## config.mk

```make
export PLATFORM = sky130hd
export DESIGN_NAME = battery_led_bargraph_top_flat
export DESIGN_NICKNAME = d
export VERILOG_FILES = /design/src/blb_pkg.sv /design/src/blb_if.sv /design/src/blb_battery.sv /design/src/blb_energy.sv /design/src/battery_led_bargraph_top.sv /design/src/flat_wrapper.sv
export SDC_FILE = /design/constraint.sdc
export NUM_CORES = 1
export LEC_CHECK = 0
export BUFFER_PORTS_ARGS = -buffer_cell sky130_fd_sc_hd__buf_2
export CAP_MARGIN = 10
export CORE_MARGIN = 2
export CORE_UTILIZATION = 53
export CTS_CLUSTER_SIZE = 40
export DETAILED_ROUTE_END_ITERATION = 7
export GPL_TIMING_DRIVEN = 1
export PLACE_DENSITY = 0.74
export SLEW_MARGIN = 20
export SYNTH_ARGS = -nofsm -noshare
export SYNTH_HDL_FRONTEND = slang
export SYNTH_SLANG_ARGS = --single-unit
```

## constraint.sdc

```tcl
create_clock -name i_clk -period 6.05 [get_ports i_clk]
set_clock_uncertainty 0.15 [all_clocks]
set_input_delay 0.3025 -clock i_clk [delete_from_list [all_inputs] [get_ports i_clk]]
set_output_delay 0.3025 -clock i_clk [all_outputs]
set_load 0.01 [all_outputs]
```

## src/blb_pkg.sv

```systemverilog
// Shared types, constants and the voltage ladder table for the LED bargraph block.
`timescale 1ns / 1ps

package blb_pkg;

    localparam int LED_COUNT = 16;
    localparam logic [LED_COUNT-1:0] ALL_LEDS = '1;
    localparam logic [LED_COUNT-1:0] BAR5 = 16'h1FF8;
    localparam int LADDER_N = 16;

    // Low-voltage alert bands and their blink timing.
    localparam logic [15:0] FAST_BAND_MV = 16'd3200;
    localparam logic [7:0] SLOW_ON_TICKS = 8'd10;
    localparam logic [7:0] SLOW_LAST_TICK = 8'd19;
    localparam logic [7:0] FAST_ON_TICKS = 8'd2;
    localparam logic [7:0] FAST_LAST_TICK = 8'd3;

    // Lap-energy blink timing.
    localparam logic [7:0] ENERGY_ON_TICKS = 8'd5;
    localparam logic [7:0] ENERGY_LAST_TICK = 8'd10;
    localparam logic [2:0] ENERGY_PERIODS = 3'd5;

    // Configuration register reset values.
    localparam logic [7:0] HB_TIMEOUT_RESET = 8'd25;
    localparam logic [7:0] ENERGY_HIGH_RESET = 8'd105;
    localparam logic [7:0] ENERGY_LOW_RESET = 8'd95;

    // Configuration register indexes.
    typedef enum logic [1:0] {
        CFG_HB_TIMEOUT  = 2'd0,
        CFG_ENERGY_HIGH = 2'd1,
        CFG_ENERGY_LOW  = 2'd2
    } t_cfg_index;

    typedef enum logic [1:0] {
        COL_RED   = 2'd0,
        COL_GREEN = 2'd1,
        COL_BLUE  = 2'd2
    } t_colour;

    typedef struct packed {
        logic [LED_COUNT-1:0] red;
        logic [LED_COUNT-1:0] green;
        logic [LED_COUNT-1:0] blue;
    } t_rgb;

    typedef struct packed {
        logic [15:0]          above;
        t_colour              colour;
        logic [LED_COUNT-1:0] mask;
    } t_rung;

    // Highest rung first; the first threshold exceeded picks the bar.
    localparam t_rung LADDER [LADDER_N] = '{
        '{16'd4000, COL_GREEN, 16'h1FF8}, '{16'd3950, COL_GREEN, 16'h0FF0},
        '{16'd3900, COL_GREEN, 16'h07E0}, '{16'd3850, COL_GREEN, 16'h03C0},
        '{16'd3800, COL_GREEN, 16'h0180},
        '{16'd3750, COL_BLUE,  16'h1FF8}, '{16'd3700, COL_BLUE,  16'h0FF0},
        '{16'd3650, COL_BLUE,  16'h07E0}, '{16'd3600, COL_BLUE,  16'h03C0},
        '{16'd3550, COL_BLUE,  16'h0180},
        '{16'd3500, COL_RED,   16'h1008}, '{16'd3450, COL_RED,   16'h1818},
        '{16'd3400, COL_RED,   16'h1C38}, '{16'd3350, COL_RED,   16'h1E78},
        '{16'd3300, COL_RED,   16'h1FF8}, '{16'd3250, COL_RED,   16'h1FF8}
    };

endpackage

```

## src/blb_if.sv

```systemverilog
// Valid/ready channel interfaces for tick requests and LED mask results.
`timescale 1ns / 1ps

interface blb_in_if;
    logic        valid;
    logic        ready;
    logic [7:0]  heartbeat_byte;
    logic [15:0] cell_voltage;
    logic        energy_update;
    logic [7:0]  energy_value;

    modport source (output valid, heartbeat_byte, cell_voltage, energy_update,
                    energy_value, input ready);
    modport sink (input valid, heartbeat_byte, cell_voltage, energy_update,
                  energy_value, output ready);
endinterface

interface blb_out_if;
    logic        valid;
    logic        ready;
    logic [15:0] red_mask;
    logic [15:0] green_mask;
    logic [15:0] blue_mask;

    modport source (output valid, red_mask, green_mask, blue_mask, input ready);
    modport sink (input valid, red_mask, green_mask, blue_mask, output ready);
endinterface

```

## src/blb_battery.sv

```systemverilog
// Heartbeat watchdog, voltage ladder and low-voltage alert blinker.
`timescale 1ns / 1ps

module blb_battery import blb_pkg::*; (
    input  logic        i_clk,
    input  logic        i_rst_n,
    input  logic        i_adv,
    input  logic [7:0]  i_heartbeat,
    input  logic [15:0] i_mv,
    input  logic [7:0]  i_timeout,
    output t_rgb        o_rgb
);

    logic [7:0]  r_last_hb;
    logic [15:0] r_stale;
    logic [7:0]  r_alert;
    logic [15:0] n_stale;
    logic [7:0]  n_alert;

    // Saturating count of ticks with an unchanged heartbeat.
    always_comb begin
        if (i_heartbeat == r_last_hb) begin
            n_stale = (r_stale == 16'hFFFF) ? r_stale : r_stale + 16'd1;
        end else begin
            n_stale = '0;
        end
    end

    // Ladder search, then the blinking red bar below the lowest rung; all dark once the heartbeat is stale.
    always_comb begin
        logic       found;
        logic [7:0] alert;
        found = 1'b0;
        alert = r_alert;
        o_rgb = '0;
        if (n_stale < {8'd0, i_timeout}) begin
            // Walk upward so the highest exceeded rung wins.
            for (int i = LADDER_N - 1; i >= 0; i--) begin
                if (i_mv > LADDER[i].above) begin
                    found = 1'b1;
                    o_rgb = '0;
                    case (LADDER[i].colour)
                        COL_RED:   o_rgb.red = LADDER[i].mask;
                        COL_GREEN: o_rgb.green = LADDER[i].mask;
                        COL_BLUE:  o_rgb.blue = LADDER[i].mask;
                        default:   o_rgb = '0;
                    endcase
                end
            end
            if (!found) begin
                if (i_mv > FAST_BAND_MV) begin
                    if (r_alert < SLOW_ON_TICKS) begin
                        o_rgb.red = BAR5;
                    end else if (r_alert > SLOW_LAST_TICK) begin
                        alert = '0;
                    end
                end else begin
                    if (r_alert < FAST_ON_TICKS) begin
                        o_rgb.red = BAR5;
                    end else if (r_alert > FAST_LAST_TICK) begin
                        alert = '0;
                    end
                end
            end
        end
        n_alert = alert + 8'd1;
    end

    // State advances once per processed tick.
    always_ff @(posedge i_clk) begin
        if (!i_rst_n) begin
            r_last_hb <= '0;
            r_stale   <= '0;
            r_alert   <= '0;
        end else if (i_adv) begin
            r_last_hb <= i_heartbeat;
            r_stale   <= n_stale;
            r_alert   <= n_alert;
        end
    end

endmodule

```

## src/blb_energy.sv

```systemverilog
// Lap-energy blink sequence that overrides the battery bar.
`timescale 1ns / 1ps

module blb_energy import blb_pkg::*; (
    input  logic       i_clk,
    input  logic       i_rst_n,
    input  logic       i_adv,
    input  logic       i_update,
    input  logic [7:0] i_value,
    input  logic [7:0] i_high_limit,
    input  logic [7:0] i_low_limit,
    input  t_rgb       i_rgb,
    output t_rgb       o_rgb
);

    logic [7:0] r_received;
    logic [7:0] r_shown;
    logic       r_awaiting;
    logic [7:0] r_count;
    logic [2:0] r_periods;
    logic [7:0] n_received;
    logic [7:0] n_shown;
    logic       n_awaiting;
    logic [7:0] n_count;
    logic [2:0] n_periods;

    // Start, run and finish the five-period blink of the lap colour.
    always_comb begin
        logic [7:0] count;
        n_received = i_update ? i_value : r_received;
        n_shown    = r_shown;
        n_awaiting = r_awaiting;
        n_periods  = r_periods;
        count      = r_count;
        o_rgb      = i_rgb;
        if ((n_shown != n_received) && n_awaiting) begin
            n_shown    = n_received;
            n_awaiting = 1'b0;
        end
        if ((n_shown == n_received) && !n_awaiting) begin
            o_rgb = '0;
            if (count < ENERGY_ON_TICKS) begin
                if (n_shown > i_high_limit) begin
                    o_rgb.red = ALL_LEDS;
                end else if (n_shown < i_low_limit) begin
                    o_rgb.green = ALL_LEDS;
                end else begin
                    o_rgb.blue = ALL_LEDS;
                end
            end else if (count > ENERGY_LAST_TICK) begin
                n_periods = n_periods + 3'd1;
                count     = '0;
            end
            if (n_periods >= ENERGY_PERIODS) begin
                n_periods  = '0;
                n_awaiting = 1'b1;
                n_shown    = '0;
                n_received = '0;
            end
        end
        n_count = count + 8'd1;
    end

    always_ff @(posedge i_clk) begin
        if (!i_rst_n) begin
            r_received <= '0;
            r_shown    <= '0;
            r_awaiting <= 1'b1;
            r_count    <= '0;
            r_periods  <= '0;
        end else if (i_adv) begin
            r_received <= n_received;
            r_shown    <= n_shown;
            r_awaiting <= n_awaiting;
            r_count    <= n_count;
            r_periods  <= n_periods;
        end
    end

endmodule

```

## src/battery_led_bargraph_top.sv

```systemverilog
// Top level of the battery LED bargraph: registers, handshake and result stage.
`timescale 1ns / 1ps

// Each display tick request carries a heartbeat byte, the lowest cell voltage
// in mV and an optional lap-energy byte, and yields one result with red, green
// and blue 16-bit LED masks. A request is captured in an input register when it
// is accepted, the watchdog, voltage ladder and lap-energy blink logic work on
// it while it is held there, and the masks land in an output register once the
// result register can take them. The result holds until the output side takes
// it. One request is taken every clock cycle while the output side is ready.
// The user must write the three 8-bit configuration registers through the
// plain write port only while the block is idle; the block does not check it.

module battery_led_bargraph_top import blb_pkg::*; (
    input  logic       i_clk,
    input  logic       i_rst_n,
    input  logic       i_cfg_we,
    input  logic [1:0] i_cfg_index,
    input  logic [7:0] i_cfg_data,
    blb_in_if.sink     i_in,
    blb_out_if.source  o_out
);

    logic [7:0]  r_timeout;
    logic [7:0]  r_high_limit;
    logic [7:0]  r_low_limit;
    logic        r_in_valid;
    logic [7:0]  r_heartbeat;
    logic [15:0] r_mv;
    logic        r_update;
    logic [7:0]  r_value;
    logic        r_out_valid;
    t_rgb        r_rgb;
    logic        w_adv;
    t_rgb        w_batt_rgb;
    t_rgb        w_final_rgb;

    // Configuration registers; indexes past the list are ignored.
    always_ff @(posedge i_clk) begin
        if (!i_rst_n) begin
            r_timeout    <= HB_TIMEOUT_RESET;
            r_high_limit <= ENERGY_HIGH_RESET;
            r_low_limit  <= ENERGY_LOW_RESET;
        end else if (i_cfg_we) begin
            case (i_cfg_index)
                CFG_HB_TIMEOUT:  r_timeout <= i_cfg_data;
                CFG_ENERGY_HIGH: r_high_limit <= i_cfg_data;
                CFG_ENERGY_LOW:  r_low_limit <= i_cfg_data;
                default:         r_timeout <= r_timeout;
            endcase
        end
    end

    // The held request is processed when the result register can take it.
    assign w_adv = r_in_valid && (!r_out_valid || o_out.ready);
    assign i_in.ready = !r_in_valid || w_adv;

    // Input register.
    always_ff @(posedge i_clk) begin
        if (!i_rst_n) begin
            r_in_valid <= 1'b0;
        end else if (i_in.ready) begin
            r_in_valid <= i_in.valid;
        end
    end

    always_ff @(posedge i_clk) begin
        if (i_in.valid && i_in.ready) begin
            r_heartbeat <= i_in.heartbeat_byte;
            r_mv        <= i_in.cell_voltage;
            r_update    <= i_in.energy_update;
            r_value     <= i_in.energy_value;
        end
    end

    blb_battery u_battery (
        .i_clk       (i_clk),
        .i_rst_n     (i_rst_n),
        .i_adv       (w_adv),
        .i_heartbeat (r_heartbeat),
        .i_mv        (r_mv),
        .i_timeout   (r_timeout),
        .o_rgb       (w_batt_rgb)
    );

    blb_energy u_energy (
        .i_clk        (i_clk),
        .i_rst_n      (i_rst_n),
        .i_adv        (w_adv),
        .i_update     (r_update),
        .i_value      (r_value),
        .i_high_limit (r_high_limit),
        .i_low_limit  (r_low_limit),
        .i_rgb        (w_batt_rgb),
        .o_rgb        (w_final_rgb)
    );

    // Result register.
    always_ff @(posedge i_clk) begin
        if (!i_rst_n) begin
            r_out_valid <= 1'b0;
        end else if (w_adv) begin
            r_out_valid <= 1'b1;
        end else if (o_out.ready) begin
            r_out_valid <= 1'b0;
        end
    end

    always_ff @(posedge i_clk) begin
        if (w_adv) begin
            r_rgb <= w_final_rgb;
        end
    end

    assign o_out.valid      = r_out_valid;
    assign o_out.red_mask   = r_rgb.red;
    assign o_out.green_mask = r_rgb.green;
    assign o_out.blue_mask  = r_rgb.blue;

endmodule
```

## src/flat_wrapper.sv

```systemverilog
// flat-port wrapper written by rule: the top's interface ports become plain ports
module battery_led_bargraph_top_flat import blb_pkg::*;
  (i_clk, i_rst_n, i_cfg_we, i_cfg_index, i_cfg_data, i_in_valid, i_in_heartbeat_byte, i_in_cell_voltage, i_in_energy_update, i_in_energy_value, i_in_ready, o_out_valid, o_out_red_mask, o_out_green_mask, o_out_blue_mask, o_out_ready);
  blb_in_if i_in_i ();
  blb_out_if o_out_i ();
  input  logic i_clk;
  input  logic i_rst_n;
  input  logic i_cfg_we;
  input  logic [1:0] i_cfg_index;
  input  logic [7:0] i_cfg_data;
  input wire logic [$bits(i_in_i.valid)-1:0] i_in_valid;
  input wire logic [$bits(i_in_i.heartbeat_byte)-1:0] i_in_heartbeat_byte;
  input wire logic [$bits(i_in_i.cell_voltage)-1:0] i_in_cell_voltage;
  input wire logic [$bits(i_in_i.energy_update)-1:0] i_in_energy_update;
  input wire logic [$bits(i_in_i.energy_value)-1:0] i_in_energy_value;
  output wire logic [$bits(i_in_i.ready)-1:0] i_in_ready;
  output wire logic [$bits(o_out_i.valid)-1:0] o_out_valid;
  output wire logic [$bits(o_out_i.red_mask)-1:0] o_out_red_mask;
  output wire logic [$bits(o_out_i.green_mask)-1:0] o_out_green_mask;
  output wire logic [$bits(o_out_i.blue_mask)-1:0] o_out_blue_mask;
  input wire logic [$bits(o_out_i.ready)-1:0] o_out_ready;
  assign i_in_i.valid = i_in_valid;
  assign i_in_i.heartbeat_byte = i_in_heartbeat_byte;
  assign i_in_i.cell_voltage = i_in_cell_voltage;
  assign i_in_i.energy_update = i_in_energy_update;
  assign i_in_i.energy_value = i_in_energy_value;
  assign i_in_ready = i_in_i.ready;
  assign o_out_valid = o_out_i.valid;
  assign o_out_red_mask = o_out_i.red_mask;
  assign o_out_green_mask = o_out_i.green_mask;
  assign o_out_blue_mask = o_out_i.blue_mask;
  assign o_out_i.ready = o_out_ready;
  battery_led_bargraph_top u_core (.i_clk(i_clk), .i_rst_n(i_rst_n), .i_cfg_we(i_cfg_we), .i_cfg_index(i_cfg_index), .i_cfg_data(i_cfg_data), .i_in(i_in_i), .o_out(o_out_i));
endmodule
```

Yosys cells after proc, flatten, opt, wreduce, memory -nomap -nowiden
Index checks and enable logic that the tools add are counted.
{"block": "op_classes", "eq_ne": 6, "addsub": 4, "n_lt_le_gt_ge": 27, "n_mux": 71, "reduce_logical": 15}
{"op": "48-bit 2-to-1 mux", "n": 18}
{"op": "16-bit by 12-bit > comparator with 1-bit output, second input constant", "n": 17}
{"op": "16-bit 2-to-1 mux", "n": 9}
{"op": "8-bit 2-to-1 mux", "n": 16}
{"op": "45-bit 2-to-1 mux", "n": 1}
{"op": "32-bit 2-to-1 mux", "n": 1}
{"op": "1-bit 2-to-1 mux", "n": 22}
{"op": "16-bit by 1-bit adder with 16-bit output, second input constant", "n": 1}
{"op": "8-bit by 1-bit adder with 8-bit output, second input constant", "n": 2}
{"op": "16-bit equality test, second input constant", "n": 1}
{"op": "8-bit equality test", "n": 2}
{"op": "16-bit by 8-bit < comparator with 1-bit output", "n": 1}
{"op": "3-bit 2-to-1 mux", "n": 4}
{"op": "8-bit by 2-bit > comparator with 1-bit output, second input constant", "n": 1}
{"op": "8-bit by 4-bit > comparator with 1-bit output, second input constant", "n": 1}
{"op": "8-bit by 5-bit > comparator with 1-bit output, second input constant", "n": 1}
{"op": "8-bit > comparator", "n": 1}
{"op": "8-bit by 2-bit < comparator with 1-bit output, second input constant", "n": 1}
{"op": "8-bit by 3-bit < comparator with 1-bit output, second input constant", "n": 1}
{"op": "8-bit by 4-bit < comparator with 1-bit output, second input constant", "n": 1}
{"op": "8-bit < comparator", "n": 1}
{"op": "8-bit inequality test", "n": 1}
{"op": "2-bit AND reduction", "n": 4}
{"op": "1-bit logical AND", "n": 4}
{"op": "8 further kinds", "n": 11}
{"block": "word_totals", "regBits": 167, "word_cells": 143, "input_bits": 48, "output_inout_bits": 50}

Logic depth before layout (Yosys ltp)
Gate-level depths: netlist (run 1).
{"block": "depth", "depth_word": 22, "mapped_depth": 22, "depth_no_buf": 20}

Hierarchy
Synthesis (run 1) repeated with hierarchy kept, for this count alone.
{"block": "unflattened", "cells_unflattened": 1004, "area_unflattened_um2": 9255.1}
{"module": "battery_led_bargraph_top", "seq_area_each_um2": 2952.8, "cells_per_inst": 190, "area_per_inst_um2": 3522.1, "n_inst": 1}
{"module": "blb_battery", "seq_area_each_um2": 640.6, "cells_per_inst": 433, "area_per_inst_um2": 3113.0, "n_inst": 1}
{"module": "blb_energy", "seq_area_each_um2": 560.5, "cells_per_inst": 381, "area_per_inst_um2": 2620.0, "n_inst": 1}

Least setup slack after synthesis (run 1)
Ideal clock, no wire load.
{"block": "synth_timing", "path_kind": "register to register", "startpoint": "register u_core.u_battery.r_stale[0]", "endpoint": "register u_core.u_battery.r_alert[2]", "slack_ns": 1.752, "n_path_buf": 2, "t_required_ns": 5.826, "arrival_ns": 4.073, "synth_period_minus_slack_ns": 4.298, "stages_incl_launch_ff": 22, "setup_ns": 0.074, "cell_sequence": "dfxtp_1 -> ha_1 -> and3_1 -> clkbuf_1 -> and4_1 -> nor2_1 -> nand2_1 -> xor2_1 -> nor2_1 -> ha_1 -> a21o_1 -> a21o_1 -> a21oi_1 -> o311ai_1 -> nand2_1 -> and4b_1 -> buf_2 -> a21boi_0 -> nor2b_1 -> ha_1 -> or3b_2 -> a31oi_1"}
{"block": "synth_between", "elab_chain_cells": 6, "word_cells_on_any_way": 7, "classes_between": "2 x add/sub; 1 x order compare; 1 x eq/ne; 3 x mux"}
{"item": "start, declared", "line": "blb_battery.sv:15", "source": "logic [15:0] r_stale;"}
{"item": "start signal, assigned", "line": "blb_battery.sv:77", "source": "r_stale <= n_stale;"}
{"item": "16-bit by 1-bit adder with 16-bit output / 16-bit equality test (equally long branches)", "line": "blb_battery.sv:23", "source": "n_stale = (r_stale == 16'hFFFF) ? r_stale : r_stale + 16'd1;"}
{"item": "16-bit 2-to-1 mux *", "line": "blb_battery.sv:23"}
{"item": "16-bit 2-to-1 mux *", "line": "blb_battery.sv:22", "source": "if (i_heartbeat == r_last_hb) begin"}
{"item": "via u_core.u_battery.n_stale[5]", "line": "blb_battery.sv:17", "source": "logic [15:0] n_stale;"}
{"item": "16-bit by 8-bit < comparator with 1-bit output *", "line": "blb_battery.sv:36", "source": "if (n_stale < {8'd0, i_timeout}) begin"}
{"item": "8-bit 2-to-1 mux *", "line": "blb_battery.sv:36"}
{"item": "8-bit by 1-bit adder with 8-bit output *", "line": "blb_battery.sv:66", "source": "n_alert = alert + 8'd1;"}
{"item": "end signal, assigned", "line": "blb_battery.sv:78", "source": "r_alert <= n_alert;"}
{"item": "end, declared", "line": "blb_battery.sv:16", "source": "logic [7:0] r_alert;"}
The timed path passes the listed nets; every way through them passes the cells marked *.
A chain may end at the register's enable or synchronous reset.

Worst setup path after layout (run 1)
Ends and elaborated chain as after synthesis.

==> impl_metrics.ini, run 1 <==
[finish]
fillers = 1132
nNetsFinal = 1035
area_growth_pct = 16.76
drive_gt1_frac = 0.1509
utilization = 0.6363
final_common_cell = nand2_1
mostFrequentLayoutCells = 103 x nand2_1, 97 x buf_2, 89 x nor2_1, 86 x dfxtp_1, 79 x a21oi_1

[critical_path]
start_kind = flip-flop
path_class = reg2reg
required_ns = 6.24
critPathCaptureType = flip-flop
rrSetupSlack_ns = 1.23
critPathArrivalTime_ns = 5.02
path_max_fanout = 13

[cts]
cts_root_buffer = clkbuf_16
numClockSinks = 137
cts.clk_slew.worst_paths_ns = 0.05
clk_latency_ns = 0.42
cts_tree = done
cts_buffer_depth = 2
htree_levels = 4
ctsResizeCount = 0
numCtsBuffers = 17

[global_route]
track_usage = 0.2406
grt_pass1_vias = 6035
grt_pass1_wl_mm = 28.84
antenna_found_initial = 0
grt_start_max_net_pins = 72
grt_overflow = 0

[yosys]
synth.yosys.seq_area_share = 0.4284
synth_area_per_cell_um2 = 8.580
yosysWarningCount = 0
ys.flop_type = dfxtp_1
synth-seq-cells = 137
synthArstFlopShare = 0
syn_nets = 959
syn_area_um2 = 7594
syn-instance-count = 885
yosys.cell_types.count = 69
synth-edff-count = 51

[pwr]
p_leak_nw = 3.551
peakVddDrop_v = 0.0002211
power_per_cell_area_nw_per_um2 = 262.7
fin_total_pwr_mw = 2.329

[floorplanning]
rows = 43
core-area_um2 = 13930
dieArea_um2 = 15300
initial_core_util = 0.5449
die_y_um = 123.7
io_pins = 98
chipWidth_um = 123.7

[timing]
setup_viol = 0
finalCritPeriodShare = 0.7973
max_slew_margin = 0.4767
hold_violations = 0
tns_ns = 0
grt_setup_unrepaired = false
maxSlewViolCount = 0
fmax_ghz = 0.2073
worst_pin_slew_ns = 0.7785
fin_crit_ns = 4.824

[detailed_routing]
wl_met3_um = 892
detail_route.first_pass.iterations = 5
wl_met2_mm = 8.544
wire_per_inst_um = 15.49
wl_met1_mm = 8.147
via_count = 6613
top_layer_used = met4
drtAntennaViolNets = 0
drt_first_iter_violations = 690
vias_per_cell = 5.726
drc = 0
wl_mm = 17.89

[run]
cap_violations = 0

[status]
run_status = complete, no violations

[place]
finalWeightedCongestion = 0.9181
io_buffers = 97
dp_hpwl_mm = 11.62

[hold_path]
hold_path_class = in2reg
## metrics by stage
| step | hold slack, ns | cells | worst slack (ns) | cell area, µm² |
|---|---|---|---|---|
| global route | 0.02191 | 1154 | 0.7854 | 8864 |
| detailed placement | 0.2956 | 1085 | 1.319 | 7916 |
| floorplan | 0.2514 | 885 | 1.752 | 7594 |
| finish | 0.01442 | 1155 | 1.226 | 8866 |
| global placement | 0.2920 | 1085 | 1.508 | 7916 |
| CTS | 0.003942 | 1154 | 1.253 | 8864 |
## flip-flops by register name, summed over array words and instances (netlist names)
name,flops
u_core.r_mv,16
u_core.u_battery.r_stale,16
u_core.r_heartbeat,8
u_core.r_high_limit,8
u_core.r_low_limit,8
u_core.r_timeout,8
u_core.r_value,8
u_core.u_battery.r_alert,8
u_core.u_battery.r_last_hb,8
u_core.u_energy.r_count,8
u_core.u_energy.r_received,8
u_core.u_energy.r_shown,8
u_core.o_out.blue_mask,6
u_core.o_out.green_mask,6
u_core.o_out.red_mask,6
u_core.u_energy.r_periods,3
u_core.o_out.valid,1
u_core.r_in_valid,1
u_core.r_update,1
u_core.u_energy.r_awaiting,1
## synthesized netlist by cell type (18+ instances only)
| library cell | n | area, µm² |
|---|---|---|
| nor2_1 | 89 | 334.1 |
| ha_1 | 26 | 325.3 |
| edfxtp_1 | 51 | 1531 |
| xor2_1 | 22 | 192.7 |
| clkbuf_1 | 43 | 161.4 |
| inv_1 | 30 | 112.6 |
| nand3_1 | 25 | 125.1 |
| nor3_1 | 21 | 105.1 |
| nand2_1 | 103 | 386.6 |
| o21ai_0 | 55 | 275.3 |
| nand4_1 | 18 | 112.6 |
| buf_4 | 30 | 225.2 |
| dfxtp_1 | 86 | 1722 |
| a21oi_1 | 79 | 395.4 |
## kinds of logic (layout without fill, tap and decap cells)
| group | count (synthesis) | after routing | synth area share |
|---|---|---|---|
| buffers and inverters | 115 | 204 | 0.07365 |
| AOI/OAI and AO/OA | 221 | 221 | 0.1753 |
| and+or+nand+nor | 338 | 338 | 0.2213 |
| other | 0 | 1 | 0 |
| adders and majority gates | 27 | 27 | 0.04416 |
| xor gates and xnor gates | 30 | 30 | 0.03460 |
| DFF | 137 | 137 | 0.4284 |
| muxes | 17 | 17 | 0.02257 |
## path summary, 6_finish.rpt
path	end	cells after the start	startpoint
min reg2reg	u_core.u_energy.r_received[0]	2	u_core.u_energy.r_received[0]
min	u_core.r_low_limit[0]	3	i_cfg_data[0]
max reg2reg	u_core.u_battery.r_alert[2]	19	u_core.u_battery.r_stale[0]
max	u_core.u_battery.r_alert[2]	19	u_core.u_battery.r_stale[0]
## layer usage
| layer | vias to the layer above | track usage |
|---|---|---|
| met1 | 3096 | 0.3134 |
| met2 | 196 | 0.3942 |
| li1 | 3295 | - |
| met5 | - | 0 |
| met3 | 26 | 0.05311 |
| met4 | 0 | 0.08594 |
## timing repair
item                       4_1_cts  5_1_grt
hold buffers                    37        0
hold endpoints to repair        38        0
setup endpoints to repair        0        0
setup buffers                    0        0
## layout make-up
type / count / area [µm²] / share of cell area
antenna: 1 / 2.502 / 0.0002822
clock buffer: 24 / 481.7 / 0.05433
clock inverter: 8 / 95.09 / 0.01073
inverter: 31 / 116.4 / 0.01312
multi-input combinational: 633 / 3784 / 0.4268
sequential: 137 / 3253 / 0.3669
tap: 180 / 225.2 / 0.02540
timing repair buffer: 141 / 908.4 / 0.1025
## where the power goes
part | switching, mW | total [mW] | internal (mW)
sequential | 0.0383 | 1.05 | 1.01
combinational | 0.161 | 0.274 | 0.113
clock | 0.374 | 1.01 | 0.636
## worst max-delay path, cell delays in order, from the launching register on
cell and delay [ns]:
dfxtp_1 0.43, ha_1 0.23, and3_1 0.29, and4_1 0.32, nor2_1 0.08, nand2_1 0.08
xor2_1 0.15, nor2_1 0.09, ha_1 0.35, a21o_1 0.19, a21o_1 0.17, a21oi_1 0.18
o311ai_1 0.14, nand2_1 0.11, and4b_1 0.42, a21boi_0 0.38, nor2b_1 0.10, ha_1 0.26
or3b_2 0.47, a31oi_1 0.15
Power figures use the tool's default switching activity.
==> inputs of run 2 (changes only) <==
--- a/config.mk
+++ b/config.mk
@@ -12,7 +12,7 @@
 export CTS_CLUSTER_SIZE = 40
 export DETAILED_ROUTE_END_ITERATION = 7
 export GPL_TIMING_DRIVEN = 1
-export PLACE_DENSITY = 0.74
+export PLACE_DENSITY = 0.77
 export SLEW_MARGIN = 20
 export SYNTH_ARGS = -nofsm -noshare
 export SYNTH_HDL_FRONTEND = slang
==> constraint.sdc (replaced) <==
create_clock -name i_clk -period 4.26 [get_ports i_clk]
set_clock_uncertainty 0.15 [all_clocks]
set_input_delay 0.213 -clock i_clk [delete_from_list [all_inputs] [get_ports i_clk]]
set_output_delay 0.213 -clock i_clk [all_outputs]
set_load 0.01 [all_outputs]
==> run 2 against run 1 <==
  * First-iteration DRC count grew 18%
  * Setup slack lost 1.1 ns
  * Die area is the same
  * Worst hold slack gained 0.040 ns
  * Cell count grew 2.1%
  * Sequential power grew 41%
  * Combinational power grew 50%
  * Critical path type unchanged
  * Utilization grew 1.7 points
  * Largest power group unchanged
  * Register-to-register slack lost 1.1 ns
  * Non-clock buffer count grew 25
==> impl_metrics.ini, run 2 (same netlist as run 1, synthesis figures left out) <==
[status]
run_status = complete, no violations

[critical_path]
rrSetupSlack_ns = 0.18
rr_endpoint = u_core.u_battery.r_alert[2]
start_kind = flip-flop
required_ns = 4.46
path_max_fanout = 6
worstReg2RegStart = u_core.u_battery.r_stale[0]
critPathCaptureType = flip-flop
critPathArrivalTime_ns = 4.28
r2r_cells = 19
path_class = reg2reg

[floorplanning]
core-area_um2 = 13930
initial_core_util = 0.5449
chipWidth_um = 123.7
dieArea_um2 = 15300
io_pins = 98
die_y_um = 123.7
rows = 43

[timing]
tns_ns = 0
fin_ws_ns = 0.1762
fin_crit_ns = 4.084
maxSlewViolCount = 0
worst_pin_slew_ns = 0.6535
fmax_ghz = 0.2449
finalCritPeriodShare = 0.9586
setup_viol = 0
max_slew_margin = 0.5643
hold_violations = 0

[finish]
post-route-cell-area_um2 = 9109
mostFrequentLayoutCells = 103 x nand2_1, 97 x buf_2, 88 x nor2_1, 84 x dfxtp_1, 78 x a21oi_1
multi_input_area_um2 = 3812
largestRegisters = u_core.r_mv x16, u_core.u_battery.r_stale x16
drive_gt1_frac = 0.1772
regArea_um2 = 3256
final_common_cell = nand2_1
area_growth_pct = 19.95
antenna_cells = 0
fillers = 1119
nNetsFinal = 1060

[pwr]
p_sw_uw = 846.8
switching_share = 0.2544
intPower_mw = 2.482
p_leak_nw = 3.675
p_clk_frac = 0.433
p_comb_frac = 0.124
power_per_cell_area_nw_per_um2 = 365.4
peakVddDrop_v = 0.0003585
p_seq_frac = 0.443

[cts]
cts.clk_slew.worst_paths_ns = 0.06
numClockSinks = 137
cts_tree = done
cts_buffer_depth = 2
cts_root_buffer = clkbuf_16
clk_latency_ns = 0.43
htree_levels = 4
numCtsBuffers = 17

[detailed_routing]
drc = 0
wl_mm = 18.45
drt_first_iter_violations = 812
drtAntennaViolNets = 0
via_count = 6786
detail_route.first_pass.iterations = 5
vias_per_cell = 5.756
wire_per_inst_um = 15.65

[place]
placed_cell_area_um2 = 8036
dp_hpwl_mm = 11.84
io_buffers = 97
place_ws_ns = 0.1125
finalWeightedCongestion = 0.9669

[hold_path]
whs_path_depth = 4
hold_path_class = in2reg
hold_end = u_core.r_low_limit[5]
hp-start = i_cfg_index[1]

[global_route]
track_usage = 0.2409
grt_overflow = 0
grt_pass1_wl_mm = 28.66
grt_start_max_net_pins = 57
grt_pass1_vias = 5965
antenna_found_initial = 0

[run]
cap_violations = 0
## run 2: cell types whose count changed in the layout (fill, tap and decap cells not counted), moves of 2 or more
cell and delta:
clkbuf_1 -3, dlygate4sd3_1 +7, dfxtp_1 -2, dfxtp_2 +2
buf_4 +18, inv_4 +2
## run 2: timing repair
item	4_1_cts	5_1_grt
endpoints found under the setup margin	0	2
buffers inserted	0	2
resized for setup	0	10
hold buffers	44	0
endpoints found under the hold margin	59	0
## run 2: per-layer routing
metal	wire (µm)	track usage	vias up
li1	-	-	3348
met1	8003	0.3040	3171
met2	9066	0.4042	231
met3	1035	0.05769	36
met4	346	0.08239	0
met5	0	0	-
## run 2: how the worst max path moves through the flow
stage	from	endpoint	cells after the start
finish	u_core.u_battery.r_stale[0]	u_core.u_battery.r_alert[2]	19
global route	u_core.u_battery.r_stale[0]	u_core.u_battery.r_alert[2]	19
CTS	u_core.u_battery.r_stale[0]	u_core.u_battery.r_alert[2]	18
detailed placement	u_core.u_battery.r_stale[0]	u_core.u_battery.r_alert[2]	19
global placement	u_core.u_battery.r_stale[0]	u_core.u_battery.r_alert[2]	19
floorplan	u_core.u_battery.r_stale[0]	u_core.u_battery.r_alert[2]	21
## run 2: cell type report
cell class | instances | share of cell area
Clock buffer | 22 | 0.05440
Clock inverter | 10 | 0.009890
Inverter | 31 | 0.01277
Multi-Input combinational cell | 633 | 0.4185
Sequential cell | 137 | 0.3574
Tap cell | 180 | 0.02473
Timing Repair Buffer | 166 | 0.1223
## run 2: power groups by stage
| stage | clock (mW) | combinational [mW] | sequential (mW) |
|---|---|---|---|
| 2_1_floorplan | 0 | 0.277 | 1.49 |
| 3_3_place_gp | 0 | 0.365 | 1.50 |
| 3_5_place_dp | 0 | 0.374 | 1.50 |
| 4_1_cts | 1.46 | 0.408 | 1.47 |
| 5_1_grt | 1.52 | 0.460 | 1.48 |
| 6_report | 1.44 | 0.412 | 1.48 |
## run 2: per-stage QoR
| step | hold slack (ns) | std cells | utilization | total power [mW] |
|---|---|---|---|---|
| finish | 0.05410 | 1179 | 0.6537 | 3.328 |
| global route | 0.1073 | 1179 | 0.6537 | 3.465 |
| CTS | 0.04032 | 1177 | 0.6504 | 3.341 |
| detailed placement | 0.2411 | 1101 | 0.5767 | 1.876 |
| global placement | 0.2388 | 1101 | 0.5767 | 1.865 |
| floorplan | 0.1619 | 885 | - | 1.768 |
## run 2: worst max-delay path, stage by stage, from the launching register on
cell	delay, ns
dfxtp_2	0.35
ha_1	0.23
and3_1	0.20
and4_1	0.17
nor2_2	0.12
nand2_1	0.07
xor2_1	0.15
nor2_1	0.16
ha_1	0.27
a21o_1	0.18
a21o_1	0.19
a21oi_2	0.16
o311ai_1	0.13
nand2_1	0.11
and4b_1	0.23
a21boi_4	0.21
nor2b_1	0.07
ha_2	0.21
or3b_2	0.46
a31oi_1	0.18
==> inputs of run 3 (changes only) <==
--- a/config.mk
+++ b/config.mk
@@ -12,6 +12,7 @@
 export CTS_CLUSTER_SIZE = 40
 export DETAILED_ROUTE_END_ITERATION = 7
 export GPL_TIMING_DRIVEN = 1
+export MAX_ROUTING_LAYER = met4
 export PLACE_DENSITY = 0.77
 export SLEW_MARGIN = 20
 export SYNTH_ARGS = -nofsm -noshare
==> run 3 against run 2 <==
  * Design area unchanged
  * Via count decreased by 0.50%
  * First-iteration DRC count decreased by 3.8%
  * Setup slack improved by 0.013 ns
  * Routed wire length decreased by 0.48%
  * Global-route usage increased by 0.65 points
  * Die area unchanged
  * Highest routed layer unchanged
==> impl_metrics.ini, run 3 (same netlist as run 1, synthesis figures left out) <==
[finish]
mostFrequentLayoutCells = 103 x nand2_1, 97 x buf_2, 88 x nor2_1, 84 x dfxtp_1, 78 x a21oi_1
antenna_cells = 0
largestRegisters = u_core.r_mv x16, u_core.u_battery.r_stale x16
area_growth_pct = 19.95
utilization = 0.6537
final_common_cell = nand2_1
drive_gt1_frac = 0.1772
nNetsFinal = 1060
layout.cells.non_filler = 1179
post-route-cell-area_um2 = 9109
fillers = 1119

[critical_path]
r2r_cells = 19
rrSetupSlack_ns = 0.19
critPathArrivalTime_ns = 4.27
path_max_fanout = 6
critPathCapture = u_core.u_battery.r_alert[2]
required_ns = 4.46
critPathCaptureType = flip-flop
rr_endpoint = u_core.u_battery.r_alert[2]
worstReg2RegStart = u_core.u_battery.r_stale[0]
start_kind = flip-flop
path_class = reg2reg
crit_path_start = u_core.u_battery.r_stale[0]

[cts]
numCtsBuffers = 17
numClockSinks = 137
cts_buffer_depth = 2
clk_latency_ns = 0.43
cts_root_buffer = clkbuf_16
htree_levels = 4
cts_tree = done
cts.clk_slew.worst_paths_ns = 0.06

[detailed_routing]
vias_per_cell = 5.727
via_count = 6752
drc = 0
detail_route.first_pass.iterations = 5
drt_first_iter_violations = 781
wire_per_inst_um = 15.58
wl_mm = 18.36
drtAntennaViolNets = 0

[pwr]
power_per_cell_area_nw_per_um2 = 365.5
p_leak_nw = 3.675
peakVddDrop_v = 0.0003582

[floorplanning]
chipWidth_um = 123.7
core-area_um2 = 13930
initial_core_util = 0.5449
die_y_um = 123.7
io_pins = 98
dieArea_um2 = 15300
rows = 43

[place]
place_inst = 1101
finalWeightedCongestion = 0.9848
io_buffers = 97
placed_cell_area_um2 = 8036
dp_hpwl_mm = 11.84

[timing]
hold_violations = 0
fmax_ghz = 0.2456
maxSlewViolCount = 0
max_slew_margin = 0.5636
fin_worst_hold_slack_ns = 0.05642
fin_crit_ns = 4.071
finalCritPeriodShare = 0.9557
setup_viol = 0
worst_pin_slew_ns = 0.6546

[global_route]
grt_pass1_wl_mm = 28.64
grt_pass1_vias = 5951
grt_start_max_net_pins = 57
track_usage = 0.2473
antenna_found_initial = 0
grt_overflow = 0

[run]
cap_violations = 0

[hold_path]
hold_path_class = in2reg

[status]
run_status = complete, no violations
==> run 3: cell counts in the layout (fill, tap and decap cells not counted) <==
Identical to the previous run, type by type.
==> run 3: layout make-up <==
class | instances | area, µm² | area share
Tap cell | 180 | 225.2 | 0.02473
Inverter | 31 | 116.4 | 0.01277
Timing Repair Buffer | 166 | 1114 | 0.1223
Clock buffer | 22 | 495.5 | 0.05440
Sequential cell | 137 | 3256 | 0.3574
Multi-Input combinational cell | 633 | 3812 | 0.4185
Clock inverter | 10 | 90.09 | 0.009890
==> run 3: stage by stage <==
| stage | power [mW] | setup WS, ns | setup TNS, ns |
|---|---|---|---|
| finish | 3.329 | 0.1887 | 0 |
| global route | 3.463 | -0.06485 | -0.08138 |
| CTS | 3.341 | 0.05692 | 0 |
| detailed placement | 1.876 | 0.1125 | 0 |
| global placement | 1.865 | 0.2579 | 0 |
| floorplan | 1.768 | 0.03256 | 0 |
==> run 3: worst min path at each step <==
stage | to | cells after the start | start | slack [ns]
after floorplan | u_core.r_heartbeat[0] | 0 | i_in_heartbeat_byte[0] | 0.16
final | u_core.r_low_limit[5] | 4 | i_cfg_index[1] | 0.06
after global placement | u_core.r_update | 1 | i_in_energy_update | 0.24
after CTS | u_core.r_low_limit[0] | 4 | i_cfg_we | 0.04
after detailed placement | u_core.r_mv[14] | 1 | i_in_cell_voltage[14] | 0.24
after global routing | u_core.r_low_limit[5] | 4 | i_cfg_index[1] | 0.11
==> run 3: routing by layer <==
metal | track usage | wire [µm] | share of wire | up-vias
met5 | - | 0 | 0 | -
met4 | 0.09091 | 367 | 0.020 | 0
met3 | 0.05082 | 972 | 0.053 | 35
met2 | 0.4028 | 8954 | 0.49 | 212
met1 | 0.3045 | 8069 | 0.44 | 3158
li1 | - | - | - | 3347
==> run 3: power by group <==
part           total [mW]  internal, mW  switching [mW]
Combinational       0.412         0.170           0.242
Sequential           1.48          1.43          0.0459
Clock                1.44         0.882           0.560
==> run 3: timing repair <==
action,in CTS,in global routing
endpoints found under the hold margin,59,0
hold buffers,44,0
setup endpoints to repair,0,2
buffers inserted,0,2
resized for setup,0,10
==> run 3: critical path, cell delays in order (launching register included) <==
cell and delay (ns):
dfxtp_2 0.35, ha_1 0.23, and3_1 0.20, and4_1 0.17, nor2_2 0.12, nand2_1 0.07
xor2_1 0.15, nor2_1 0.16, ha_1 0.27, a21o_1 0.18, a21o_1 0.19, a21oi_2 0.16
o311ai_1 0.13, nand2_1 0.11, and4b_1 0.23, a21boi_4 0.21, nor2b_1 0.07, ha_2 0.21
or3b_2 0.46, a31oi_1 0.17
